File: src/bts_pkg.sv
// Shared constants, types and helper functions for the bilinear texture sampler.
`timescale 1ns / 1ps
`default_nettype none
package bts_pkg;

    // Texture geometry
    localparam int MAX_DIM          = 64;
    localparam int WEIGHT_FRAC_BITS = 8;
    localparam int IDX_W            = $clog2(MAX_DIM);
    localparam int DIM_W            = IDX_W + 1;
    localparam int ADDR_W           = 2 * IDX_W;
    localparam int STORE_DEPTH      = MAX_DIM * MAX_DIM;
    localparam int ROW_W            = IDX_W + DIM_W;

    // Item field widths
    localparam int IDX_IN_W   = 12;
    localparam int TEXEL_W    = 32;
    localparam int CHAN_W     = 8;
    localparam int NUM_CHAN   = 4;
    localparam int NUM_TAPS   = 4;
    localparam int COORD_W    = 18;
    localparam int COORD_FRAC = 16;
    localparam int CLAMP_W    = COORD_FRAC + 1;
    localparam int SCALED_W   = CLAMP_W + IDX_W;
    localparam int OUT_W      = 16;

    // Configuration port
    localparam int CFG_IDX_W  = 2;
    localparam int CFG_DATA_W = 7;

    // Filter arithmetic
    localparam int WGT_W     = WEIGHT_FRAC_BITS + 1;
    localparam int WPROD_W   = 2 * WEIGHT_FRAC_BITS + 1;
    localparam int ACC_W     = CHAN_W + WPROD_W + 2;
    localparam int OUT_SHIFT = 2 * WEIGHT_FRAC_BITS - CHAN_W;

    localparam logic [CLAMP_W-1:0]  COORD_ONE   = {1'b1, {COORD_FRAC{1'b0}}};
    localparam logic [WGT_W-1:0]    WGT_ONE     = {1'b1, {WEIGHT_FRAC_BITS{1'b0}}};
    localparam logic [DIM_W-1:0]    DIM_MAX     = DIM_W'(MAX_DIM);
    localparam logic [IDX_IN_W:0]   DEPTH_LIMIT = (IDX_IN_W + 1)'(STORE_DEPTH);
    localparam logic [OUT_W-1:0]    CHAN_PEAK   = OUT_W'(255 * 256);

    // Opcodes
    localparam logic OP_LOAD   = 1'b0;
    localparam logic OP_SAMPLE = 1'b1;

    // Register indexes
    typedef enum logic [CFG_IDX_W-1:0] {
        REG_TEX_WIDTH      = 2'd0,
        REG_TEX_HEIGHT     = 2'd1,
        REG_TEXTURE_ACTIVE = 2'd2
    } cfg_reg_t;

    // Store access issued by the address stage
    typedef struct packed {
        logic                              valid;
        logic                              is_sample;
        logic                              wr_en;
        logic [ADDR_W-1:0]                 wr_addr;
        logic [TEXEL_W-1:0]                wr_data;
        logic [NUM_TAPS-1:0][ADDR_W-1:0]   rd_addr;
        logic [WEIGHT_FRAC_BITS-1:0]       fx;
        logic [WEIGHT_FRAC_BITS-1:0]       fy;
    } tap_req_t;

    typedef logic [NUM_TAPS-1:0][TEXEL_W-1:0] quad_t;
    typedef logic [NUM_CHAN-1:0][OUT_W-1:0]   chan_t;

    // Force a dimension into 1..MAX_DIM
    function automatic logic [DIM_W-1:0] dim_sat(input logic [DIM_W-1:0] d);
        logic [DIM_W-1:0] r;
        r = d;
        if (d == '0) begin
            r = DIM_W'(1);
        end else if (d > DIM_MAX) begin
            r = DIM_MAX;
        end
        return r;
    endfunction

    // Clamp a signed Q2.16 coordinate to 0..1.0
    function automatic logic [CLAMP_W-1:0] coord_clamp(input logic [COORD_W-1:0] c);
        logic [CLAMP_W-1:0] r;
        r = c[CLAMP_W-1:0];
        if (c[COORD_W-1]) begin
            r = '0;
        end else if (c[CLAMP_W-1:0] > COORD_ONE) begin
            r = COORD_ONE;
        end
        return r;
    endfunction

endpackage
`default_nettype wire

File: src/bts_addr.sv
// Coordinate clamp, scaling and neighbour address generation (two stages).
`timescale 1ns / 1ps
`default_nettype none
module bts_addr (
    input  wire logic                            clk,
    input  wire logic                            rst_n,
    input  wire logic                            accept,
    input  wire logic                            opcode,
    input  wire logic [bts_pkg::IDX_IN_W-1:0]    texel_index,
    input  wire logic [bts_pkg::TEXEL_W-1:0]     texel_rgba,
    input  wire logic [bts_pkg::COORD_W-1:0]     u_coord,
    input  wire logic [bts_pkg::COORD_W-1:0]     v_coord,
    input  wire logic [bts_pkg::DIM_W-1:0]       tex_width,
    input  wire logic [bts_pkg::DIM_W-1:0]       tex_height,
    output bts_pkg::tap_req_t                    req
);
    import bts_pkg::*;

    logic                  s1_valid_reg;
    logic                  s1_op_reg;
    logic [IDX_IN_W-1:0]   s1_index_reg;
    logic [TEXEL_W-1:0]    s1_rgba_reg;
    logic [COORD_W-1:0]    s1_u_reg;
    logic [COORD_W-1:0]    s1_v_reg;

    logic                  s2_valid_reg;
    logic                  s2_op_reg;
    logic                  s2_wr_en_reg;
    logic [ADDR_W-1:0]     s2_index_reg;
    logic [TEXEL_W-1:0]    s2_rgba_reg;
    logic [SCALED_W-1:0]   s2_xs_reg;
    logic [SCALED_W-1:0]   s2_ys_reg;

    logic [DIM_W-1:0]      w_sat;
    logic [DIM_W-1:0]      h_sat;
    logic [DIM_W-1:0]      wm1_full;
    logic [DIM_W-1:0]      hm1_full;
    logic [CLAMP_W-1:0]    cu;
    logic [CLAMP_W-1:0]    cv;
    logic [SCALED_W-1:0]   s2_xs_next;
    logic [SCALED_W-1:0]   s2_ys_next;
    logic                  s2_wr_en_next;

    logic [IDX_W-1:0]      x0;
    logic [IDX_W-1:0]      x1;
    logic [IDX_W-1:0]      y0;
    logic [IDX_W-1:0]      y1;
    logic [DIM_W-1:0]      x0_inc;
    logic [DIM_W-1:0]      y0_inc;
    logic [ROW_W-1:0]      row0;
    logic [ROW_W-1:0]      row1;
    logic [ROW_W-1:0]      pos [NUM_TAPS];

    // Capture the item on accept
    always_ff @(posedge clk or negedge rst_n)
    begin
        if (!rst_n)
        begin
            s1_valid_reg <= 1'b0;
        end
        else
        begin
            s1_valid_reg <= accept;
        end
    end

    always_ff @(posedge clk)
    begin
        if (accept)
        begin
            s1_op_reg    <= opcode;
            s1_index_reg <= texel_index;
            s1_rgba_reg  <= texel_rgba;
            s1_u_reg     <= u_coord;
            s1_v_reg     <= v_coord;
        end
    end

    // Clamp and scale both coordinates by dimension minus one
    always_comb
    begin
        w_sat         = dim_sat(tex_width);
        h_sat         = dim_sat(tex_height);
        wm1_full      = w_sat - DIM_W'(1);
        hm1_full      = h_sat - DIM_W'(1);
        cu            = coord_clamp(s1_u_reg);
        cv            = coord_clamp(s1_v_reg);
        s2_xs_next    = SCALED_W'(cu) * SCALED_W'(wm1_full[IDX_W-1:0]);
        s2_ys_next    = SCALED_W'(cv) * SCALED_W'(hm1_full[IDX_W-1:0]);
        s2_wr_en_next = (s1_op_reg == OP_LOAD) && ({1'b0, s1_index_reg} < DEPTH_LIMIT);
    end

    always_ff @(posedge clk or negedge rst_n)
    begin
        if (!rst_n)
        begin
            s2_valid_reg <= 1'b0;
        end
        else
        begin
            s2_valid_reg <= s1_valid_reg;
        end
    end

    always_ff @(posedge clk)
    begin
        if (s1_valid_reg)
        begin
            s2_op_reg    <= s1_op_reg;
            s2_wr_en_reg <= s2_wr_en_next;
            s2_index_reg <= s1_index_reg[ADDR_W-1:0];
            s2_rgba_reg  <= s1_rgba_reg;
            s2_xs_reg    <= s2_xs_next;
            s2_ys_reg    <= s2_ys_next;
        end
    end

    // Split into integer position and weight fraction, clamp the far neighbour
    always_comb
    begin
        x0     = s2_xs_reg[COORD_FRAC +: IDX_W];
        y0     = s2_ys_reg[COORD_FRAC +: IDX_W];
        x0_inc = {1'b0, x0} + DIM_W'(1);
        y0_inc = {1'b0, y0} + DIM_W'(1);
        x1     = (x0_inc < w_sat) ? x0_inc[IDX_W-1:0] : x0;
        y1     = (y0_inc < h_sat) ? y0_inc[IDX_W-1:0] : y0;
        row0   = ROW_W'(y0) * ROW_W'(w_sat);
        row1   = ROW_W'(y1) * ROW_W'(w_sat);
        pos[0] = row0 + ROW_W'(x0);
        pos[1] = row0 + ROW_W'(x1);
        pos[2] = row1 + ROW_W'(x0);
        pos[3] = row1 + ROW_W'(x1);
    end

    // Drive the store request
    always_comb
    begin
        req.valid     = s2_valid_reg;
        req.is_sample = (s2_op_reg == OP_SAMPLE);
        req.wr_en     = s2_wr_en_reg;
        req.wr_addr   = s2_index_reg;
        req.wr_data   = s2_rgba_reg;
        for (int k = 0; k < NUM_TAPS; k++)
        begin
            req.rd_addr[k] = pos[k][ADDR_W-1:0];
        end
        req.fx = s2_xs_reg[COORD_FRAC-WEIGHT_FRAC_BITS +: WEIGHT_FRAC_BITS];
        req.fy = s2_ys_reg[COORD_FRAC-WEIGHT_FRAC_BITS +: WEIGHT_FRAC_BITS];
    end

endmodule
`default_nettype wire

File: config.mk
export PLATFORM = sky130hd
export DESIGN_NAME = bts_addr
export DESIGN_NICKNAME = d
export VERILOG_FILES = /design/src/bts_pkg.sv /design/src/bts_addr.sv
export SDC_FILE = /design/constraint.sdc
export NUM_CORES = 1
export LEC_CHECK = 0
export BUFFER_PORTS_ARGS = -buffer_cell sky130_fd_sc_hd__buf_2
export CORE_AREA = 5 5 181 183
export CTS_CLUSTER_DIAMETER = 40
export DETAILED_ROUTE_END_ITERATION = 8
export DIE_AREA = 0 0 186 188
export PLACE_DENSITY = 0.7
export SETUP_SLACK_MARGIN = 0.15
export SLEW_MARGIN = 15
export SYNTH_ARGS = -nofsm -noshare
export SYNTH_HDL_FRONTEND = slang
export SYNTH_SLANG_ARGS = --single-unit
File: constraint.sdc
create_clock -name clk -period 8.6 [get_ports clk]
set_input_delay 1.29 -clock clk [delete_from_list [all_inputs] [get_ports clk]]
set_output_delay 1.29 -clock clk [all_outputs]
set_load 0.02 [all_outputs]
Word-level counts from Yosys, hierarchy flattened

Index checks and enable logic that the tools add are counted.

Add/sub/neg operators: 8
Multipliers: 4
$lt $le $gt $ge: 6
Muxes and demuxes: 10
Bitwise logic cells: 1
Reductions and logical operators: 2

Operator list:

| operator                                                           | count |
|---|---|
| 17-bit two-way mux                                                 | 4 |
| 12-bit by 6-bit adder with 12-bit output                           | 4 |
| 17-bit by 6-bit multiplier with 22-bit output                      | 2 |
| 17-bit > comparator, second input constant                         | 2 |
| 7-bit two-way mux                                                  | 4 |
| 6-bit by 7-bit multiplier with 12-bit output                       | 2 |
| 6-bit by 1-bit adder with 7-bit output, second input constant      | 2 |
| 7-bit > comparator, second input constant                          | 2 |
| 7-bit logical NOT                                                  | 2 |
| 7-bit < comparator                                                 | 2 |
| 6-bit two-way mux                                                  | 2 |
| 6-bit by 1-bit subtractor with 6-bit output, second input constant | 2 |
| 1-bit NOT                                                          | 1 |

Bits in registers: 173
Bits of input ports: 98
Logic and storage cells: 44

Longest topological paths before layout

Gate-level depths: netlist of the first run.

Depth after elaboration: 7
Depth in mapped cells: 26
Gate-level depth less buffers: 25

Worst setup path before layout of the first run

OpenSTA, ideal clock, no wires.

Path kind: input -> output
Start point: in tex_height[6] (netlist name)
End point: out req[51] (netlist name)
Data arrival time: 6.925 ns
Required time: 7.310 ns
Setup slack: 0.385 ns
Stages on the path: 24
Buffers on the path: 1
Cell sequence: inv_1 -> clkbuf_1 -> nand2_1 -> ha_1 -> a21o_1 -> a21o_1 -> a21oi_1 -> nor2b_1 -> nand2_1 -> xor2_1 -> nor2_1 -> fa_1 -> inv_1 -> fa_1 -> fa_1 -> inv_1 -> ha_1 -> a21oi_1 -> o21ai_0 -> a2111oi_0 -> nor3_1 -> xor2_1 -> nand4_1 -> xor2_1

RTL lines:

| element     | line           | text |
|---|---|---|
| from (decl) | bts_addr.sv:14 | `input wire logic [bts_pkg::DIM_W-1:0] tex_height,` |
| to (decl)   | bts_addr.sv:15 | `output bts_pkg::tap_req_t req` |

==> impl_metrics.ini, run 1 <==
[run_status]
outcome = complete, no violations

[drt]
viasPerCell = 5.417
first_pass_iters = 5
avgRoutedWirePerCell_um = 17.01
drt_iter0_drc = 621
wirelength_mm = 35.04
drc_errors = 0
vias = 11160
ant_nets = 0

[sta]
finalSetupTns_ps = 0
fin_crit_sh_pct = 94.48
setup_viol = 0
clock.fmax_ghz = 0.1231
drv_slew = 0
hold_violations = 0
relSlewSlack_pct = 28.65
worst_pin_slew_ps = 1068
timing.final.crit_period_ps = 8126
rsz0062_at_grt = no
clock_skew_ps = 26.10

[worst_setup_path]
critPathRequiredTime_ps = 7310
endpoint_kind = output port
slowest_stage = fa_1
cp-start-kind = flip-flop
crit_family = adder cells
r2r_setup_slack_ps = 2110
path_buf_inv = 2
crit-reg2reg-launch = s1_v_reg[1]
r2r_end = s2_ys_reg[21]
critPathKind = reg -> out
crit_chain = ha_1, and3_1, xor2_1, ha_1, a21o_1, a21o_1, a21oi_2, nand2_1, or3_1, and2_1, nand2b_1, fa_1, fa_1, fa_1, inv_1, ha_1, a21oi_2, o21ai_0, a2111oi_2, nor3_1, xor2_1, nand4_1, xor2_1, buf_2
critical_path_arrival_ps = 6840
rr_worst_depth = 20
critPathMaxFanout = 6
crit_path_max_incr_delay_ps = 540

[power_and_ir_drop]
leakage_nw = 8.262
p_sw_share_pct = 44.76
power_report.internal_total_mw = 2.166
ir_drop_mv = 0.1754
power.density_nw_per_um2 = 226.5
combinationalPowerShare_pct = 53.6
p_clk_share_pct = 20.3
p_switching_mw = 1.756
seqPwrFrac_pct = 26.1

[run]
drv_cap = 0

[floorplan]
rows = 65
dieArea_sq_um = 34970
initial_core_util_pct = 48.93
io_pins = 209
die-height_um = 188
fp.dieW_um = 186
core_sq_um = 31070

[yosys]
synth-async-reset-ratio_pct = 1.274
synth_edf_count = 155
syn_area_sq_um = 15200
yosys_warnings = 0
ys_seq_elements = 157
syn_area_per_cell_sq_um = 10.40
synth.yosys.seq_area_share_pct = 30.95
synth_cells = 1462
synthesis.nets = 1856
netlist-cell-type-count = 61
synth_ff_type = edfxtp_1

[clock_tree]
clockBufferDepth = 2
clk_pin_slew_ps = 90
clk_latency_ps = 440
numCtsBuffers = 17
cts_tree = built
clock-sinks = 157
ctsHoldBuffers = 0
cts-root-buf = clkbuf_16
htree_num_levels = 4

[placement]
gp_routability_congestion = 0.8933
place_hpwl_mm = 27.48
placed_area_sq_um = 16590
portBuffers = 208

[global_routing]
grt_max_degree = 76
grt_pass1_wl_mm = 58.02
grt_usage_pct = 20.44
antenna_found_initial = 2
overflow = 0
grt_pass1_vias = 11810

[layout]
nNetsFinal = 2038
syn2layout_area_growth_pct = 13.93
fillers = 2733
final_area_sq_um = 17320
fin_util_pct = 55.75
drive_gt1_share_pct = 17.38

[worst_hold_path]
hold_start = s1_rgba_reg[27]
hold_end = s2_rgba_reg[27]
hold_path_class = reg -> reg
holdPathStages = 0
-- stage by stage --
| stage | setup WS (ps) | power (mW) | hold WS, ps | std cells |
|---|---|---|---|---|
| 2_1_floorplan | 385.0 | 2.515 | 400.3 | 1462 |
| 3_3_place_gp | 486.2 | 3.073 | 400.3 | 2021 |
| 3_5_place_dp | 308.2 | 3.116 | 404.5 | 2021 |
| 4_1_cts | 200.5 | 3.937 | 408.5 | 2054 |
| 5_1_grt | 46.48 | 4.232 | 424.5 | 2059 |
| 6_report | 474.4 | 3.922 | 403.5 | 2060 |
-- worst max-delay path by stage --
stage	endpoint	slack [ps]	startpoint	cells after the start
floorplan	req[51]	390	tex_height[6]	24
global placement	req[62]	490	tex_height[6]	27
detailed placement	req[63]	310	tex_height[6]	25
CTS	req[63]	200	s2_ys_reg[17]	24
global route	req[63]	50	s2_ys_reg[17]	24
finish	req[63]	470	s2_ys_reg[17]	24
-- layout by cell type, fill, tap and decap left out, types with 29 or more instances in the layout --
master / netlist / routed
buf_2: 0 / 207
inv_1: 200 / 200
fa_1: 162 / 162
edfxtp_1: 155 / 155
nand3_1: 150 / 150
ha_1: 134 / 134
nor2_1: 79 / 78
nand2_1: 72 / 72
xnor2_1: 65 / 63
a21oi_1: 49 / 46
xor2_1: 41 / 41
and3_1: 31 / 31
and2_1: 27 / 29
-- what timing repair did --
| item | in CTS | in global routing |
|---|---|---|
| pin swaps | 1 | 1 |
| endpoints found under the setup margin | 3 | 9 |
| resized for setup | 1 | 14 |
| setup buffers | 1 | 5 |
-- final cells by class --
type / count / area, sq um / share of cell area [%]
sequential: 157 / 4708 / 27.19
clock inverter: 15 / 198.9 / 1.149
inverter: 203 / 762.0 / 4.400
multi-input combinational: 1030 / 9473 / 54.70
tap: 402 / 503.0 / 2.904
clock buffer: 17 / 425.4 / 2.456
antenna: 1 / 2.502 / 0.01445
timing repair buffer: 235 / 1246 / 7.196
-- cells by family after synthesis --
logic type / share of synthesized area, %
and+or+nand+nor: 16.03
adders and majority gates: 32.36
buffers and inverters: 7.259
DFF: 30.95
AOI/OAI and AO/OA: 6.897
xor gates and xnor gates: 6.107
muxes: 0.3951
-- worst reg2reg max path, delay by kind of cell, from the launching register on --
| family | cells | cell delay (ps) |
|---|---|---|
| adders and majority gates | 4 | 1540 |
| and+or+nand+nor | 7 | 1390 |
| DFF | 1 | 580 |
| AOI/OAI and AO/OA | 5 | 2190 |
| buffers and inverters | 4 | 640 |
-- routing by layer --
layer,track usage (%),part of all wire (%)
met2,35.70,51
met3,3.783,5.6
met1,26.03,41
met4,5.493,1.9
met5,0,0.074
-- synth_stat cells (2+ instances only) --
| library cell | instances | area (sq um) |
|---|---|---|
| and3_1 | 31 | 193.9 |
| a2111oi_0 | 2 | 17.52 |
| a32oi_1 | 2 | 17.52 |
| xor2_1 | 41 | 359.1 |
| a211o_1 | 3 | 26.28 |
| clkinv_1 | 3 | 11.26 |
| o311ai_0 | 2 | 17.52 |
| nor3b_1 | 2 | 15.01 |
| nor2b_1 | 15 | 93.84 |
| a211oi_1 | 3 | 22.52 |
| a21oi_1 | 49 | 245.2 |
| a31o_2 | 2 | 17.52 |
| edfxtp_1 | 155 | 4654 |
| a21o_1 | 28 | 210.2 |
| nand3b_1 | 24 | 180.2 |
| nand4_1 | 13 | 81.33 |
| buf_1 | 2 | 7.510 |
| nand2_1 | 72 | 270.3 |
| and2_1 | 27 | 168.9 |
| inv_1 | 200 | 750.7 |
| clkbuf_1 | 51 | 191.4 |
| nand4b_1 | 2 | 17.52 |
| and2_0 | 3 | 18.77 |
| a22oi_1 | 2 | 15.01 |
| nand3_1 | 150 | 750.7 |
| xnor2_1 | 65 | 569.3 |
| mux2i_1 | 6 | 60.06 |
| dfrtp_1 | 2 | 50.05 |
| o21bai_1 | 14 | 105.1 |
| nor4_1 | 18 | 112.6 |
| o21ai_0 | 14 | 70.07 |
| o21a_1 | 7 | 52.55 |
| a21boi_0 | 2 | 15.01 |
| nor3_1 | 14 | 70.07 |
| nand2b_1 | 13 | 81.33 |
| a311oi_1 | 3 | 26.28 |
| fa_1 | 162 | 3243 |
| ha_1 | 134 | 1677 |
| buf_4 | 19 | 142.6 |
| nor2_1 | 79 | 296.5 |
| or3_1 | 5 | 31.28 |
| a31oi_1 | 2 | 12.51 |
-- power groups by stage --
stage | clock network [mW] | logic (mW) | registers, mW
floorplan | 0 | 1.48 | 1.03
global placement | 0 | 2.03 | 1.04
detailed placement | 0 | 2.07 | 1.05
CTS | 0.820 | 2.09 | 1.03
global route | 0.852 | 2.34 | 1.04
finish | 0.796 | 2.10 | 1.02
(Power assumes the default switching activity.)
==> run 2: changes to the inputs <==
--- a/config.mk
+++ b/config.mk
@@ -5,13 +5,15 @@
 export SDC_FILE = /design/constraint.sdc
 export NUM_CORES = 1
 export LEC_CHECK = 0
+export ABC_AREA = 1
 export BUFFER_PORTS_ARGS = -buffer_cell sky130_fd_sc_hd__buf_2
-export CORE_AREA = 5 5 181 183
+export CORE_AREA = 5 5 182 184
 export CTS_CLUSTER_DIAMETER = 40
 export DETAILED_ROUTE_END_ITERATION = 8
-export DIE_AREA = 0 0 186 188
+export DIE_AREA = 0 0 187 189
 export PLACE_DENSITY = 0.7
 export SETUP_SLACK_MARGIN = 0.15
+export SKIP_CTS_REPAIR_TIMING = 1
 export SLEW_MARGIN = 15
 export SYNTH_ARGS = -nofsm -noshare
 export SYNTH_HDL_FRONTEND = slang
==> run 2 against run 1 <==
Combinational power is 8% higher. Flip-flop and latch count stayed put. Sequential share of layout area fell by 0.15 points. Power grew 3.9%. Synthesized cell count up 18%. Die area up 1.1%. Fmax up 2.2%. Non-clock buffer count decreased by 16. First-iteration DRC count grew 24%. Highest routed layer unchanged.
==> impl_metrics.ini, run 2 <==
[sta]
setup_viol = 0
clock_skew_ps = 18.52
drv_slew = 0
rsz0062_at_grt = no
relSlewSlack_pct = 34.16
timing.final.crit_period_ps = 7954
clock.fmax_ghz = 0.1257
worst_slack_ps = 646.0
finalSetupTns_ps = 0
worst_pin_slew_ps = 987.6
hold_violations = 0
fin_crit_sh_pct = 92.49

[worst_setup_path]
critical_path_arrival_ps = 6660
rr_worst_depth = 25
crit-reg2reg-launch = s1_v_reg[8]
crit_path_max_incr_delay_ps = 560
r2r_setup_slack_ps = 3420
cp-start-kind = flip-flop
critPathMaxFanout = 7
critPathRequiredTime_ps = 7310
critical_path.most_common_cell = inv_1
critPathKind = reg -> out
endpoint_kind = output port
r2r_end = s2_ys_reg[15]
slowest_stage = fa_1

[yosys]
synth.most_common_cell = nand2_1
synth_ff_type = edfxtp_1
synth_area_leaders = edfxtp_1 30%, fa_1 21%, ha_1 11%
synthesis.nets = 2118
syn_area_sq_um = 15370
ys_seq_elements = 157
synth.largest_area_cell = edfxtp_1
synth-compound-area-share_pct = 4.753
yosys.area_share.simple_pct = 18.10
synth.yosys.seq_area_share_pct = 30.60
synth_edf_count = 155
synth-async-reset-ratio_pct = 1.274
synth_cells = 1724
yosysTopAreaCellShare_pct = 30.28
yosys_warnings = 0
synth.mux.area_fraction_pct = 0
synth_top_family_by_area = adder cells
synth_fa_ha_area_share_pct = 32.00
synth_xor_area_share_pct = 5.177
netlist-cell-type-count = 43
synthTopCellsByCount = 406 x nand2_1, 314 x inv_1, 176 x nor2_1
syn_area_per_cell_sq_um = 8.917

[power_and_ir_drop]
ir_drop_mv = 0.3111
power.density_nw_per_um2 = 234.0
leakage_nw = 8.799

[layout]
final_common_cell = nand2_1
drive_gt1_share_pct = 14.24
ff_latch_area_sq_um = 4708
nNetsFinal = 2312
fin_cells = 2333
layout_common_cells = 406 x nand2_1, 314 x inv_1, 207 x buf_2
syn2layout_area_growth_pct = 13.28
diodes = 0
multi_input_area_sq_um = 9241
fillers = 2820
final_area_sq_um = 17410

[run]
drv_cap = 0

[clock_tree]
cts_tree = built
clockBufferDepth = 2
clk_pin_slew_ps = 80
htree_num_levels = 4
clock-sinks = 157
numCtsBuffers = 17
clk_latency_ps = 430
cts-root-buf = clkbuf_16

[floorplan]
rows = 65
io_pins = 209
dieArea_sq_um = 35340
fp.dieW_um = 187
core_sq_um = 31230
initial_core_util_pct = 49.22
die-height_um = 189

[drt]
first_pass_iters = 6
drt_iter0_drc = 772
avgRoutedWirePerCell_um = 15.21
wirelength_mm = 35.48
ant_nets = 0
drc_errors = 0
viasPerCell = 5.087
vias = 11870

[worst_hold_path]
hold_start = s1_rgba_reg[14]
hold_path_class = reg -> reg
hold_end = s2_rgba_reg[14]
holdPathStages = 0

[placement]
portBuffers = 208
dp.cells = 2298
gp_routability_congestion = 0.8983
place_hpwl_mm = 28.93
dp_slack_ps = 541.6
placed_area_sq_um = 16740

[run_status]
outcome = complete, no violations

[global_routing]
grt_usage_pct = 20.36
grt_pass1_wl_mm = 59.55
grt_max_degree = 83
antenna_found_initial = 1
grt_pass1_vias = 12270
overflow = 0
run 2: changes by cell type in the layout (fill, tap and decap cells not counted), sizes merged, moves of 16 or more:
cell    change
a21o       -25
a21oi      +23
and2       -30
and3       -30
buf        -16
inv       +111
nand2     +343
nand3      -93
nand3b     -23
nor2       +99
o21ai      +18
xnor2      -42
xor2       +26
run 2: final cells by class:
type | count | area share (%)
sequential | 157 | 27.04
inverter | 317 | 6.840
timing repair buffer | 219 | 6.466
clock buffer | 17 | 2.443
multi-input combinational | 1206 | 53.07
tap | 402 | 2.888
clock inverter | 15 | 1.257
run 2: layer usage:
metal  global-route usage [%]  up-vias  wire length [um]
li1                         -     5789                 -
met1                    26.70     5543             15260
met3                    5.439       67              3001
met5                        0        -                12
met4                    6.086        2               881
met2                    33.47      466             16330
run 2: kinds of logic (layout without fill, tap and decap cells):
logic type                 Yosys count  in the layout
AOI/OAI and AO/OA                  130            130
xor gates and xnor gates            90             90
adders and majority gates          296            296
buffers and inverters              361            568
DFF                                157            157
and+or+nand+nor                    690            690
run 2: worst max path at each step:
| stage | from | endpoint | slack [ps] |
|---|---|---|---|
| finish | s2_ys_reg[17] | req[63] | 650 |
| CTS | s2_ys_reg[16] | req[63] | 440 |
| global route | s2_ys_reg[17] | req[63] | 200 |
| global placement | tex_height[6] | req[63] | 640 |
| detailed placement | tex_height[6] | req[63] | 540 |
| floorplan | tex_height[6] | req[61] | 1170 |
run 2: worst max-delay path, delay by kind of cell, from the launching register on:
kind            cells  cell delay [ps]
fa+ha+maj           7             2820
compound gates      5             1220
simple gates        9              850
buf+inv             6              610
flops               1              500
xor+xnor            1              250
run 2: through the flow:
stage	utilization (%)	power, mW	hold slack (ps)
after global routing	55.76	4.425	426.9
after CTS	55.67	4.098	409.3
after floorplan	-	2.667	400.3
after global placement	53.61	3.234	400.4
after detailed placement	53.61	3.282	404.5
final	55.76	4.075	409.4
run 2: where the power goes:
group | total (mW) | switching [mW] | internal (mW)
Sequential | 0.997 | 0.0536 | 0.944
Clock | 0.806 | 0.380 | 0.426
Combinational | 2.27 | 1.48 | 0.789
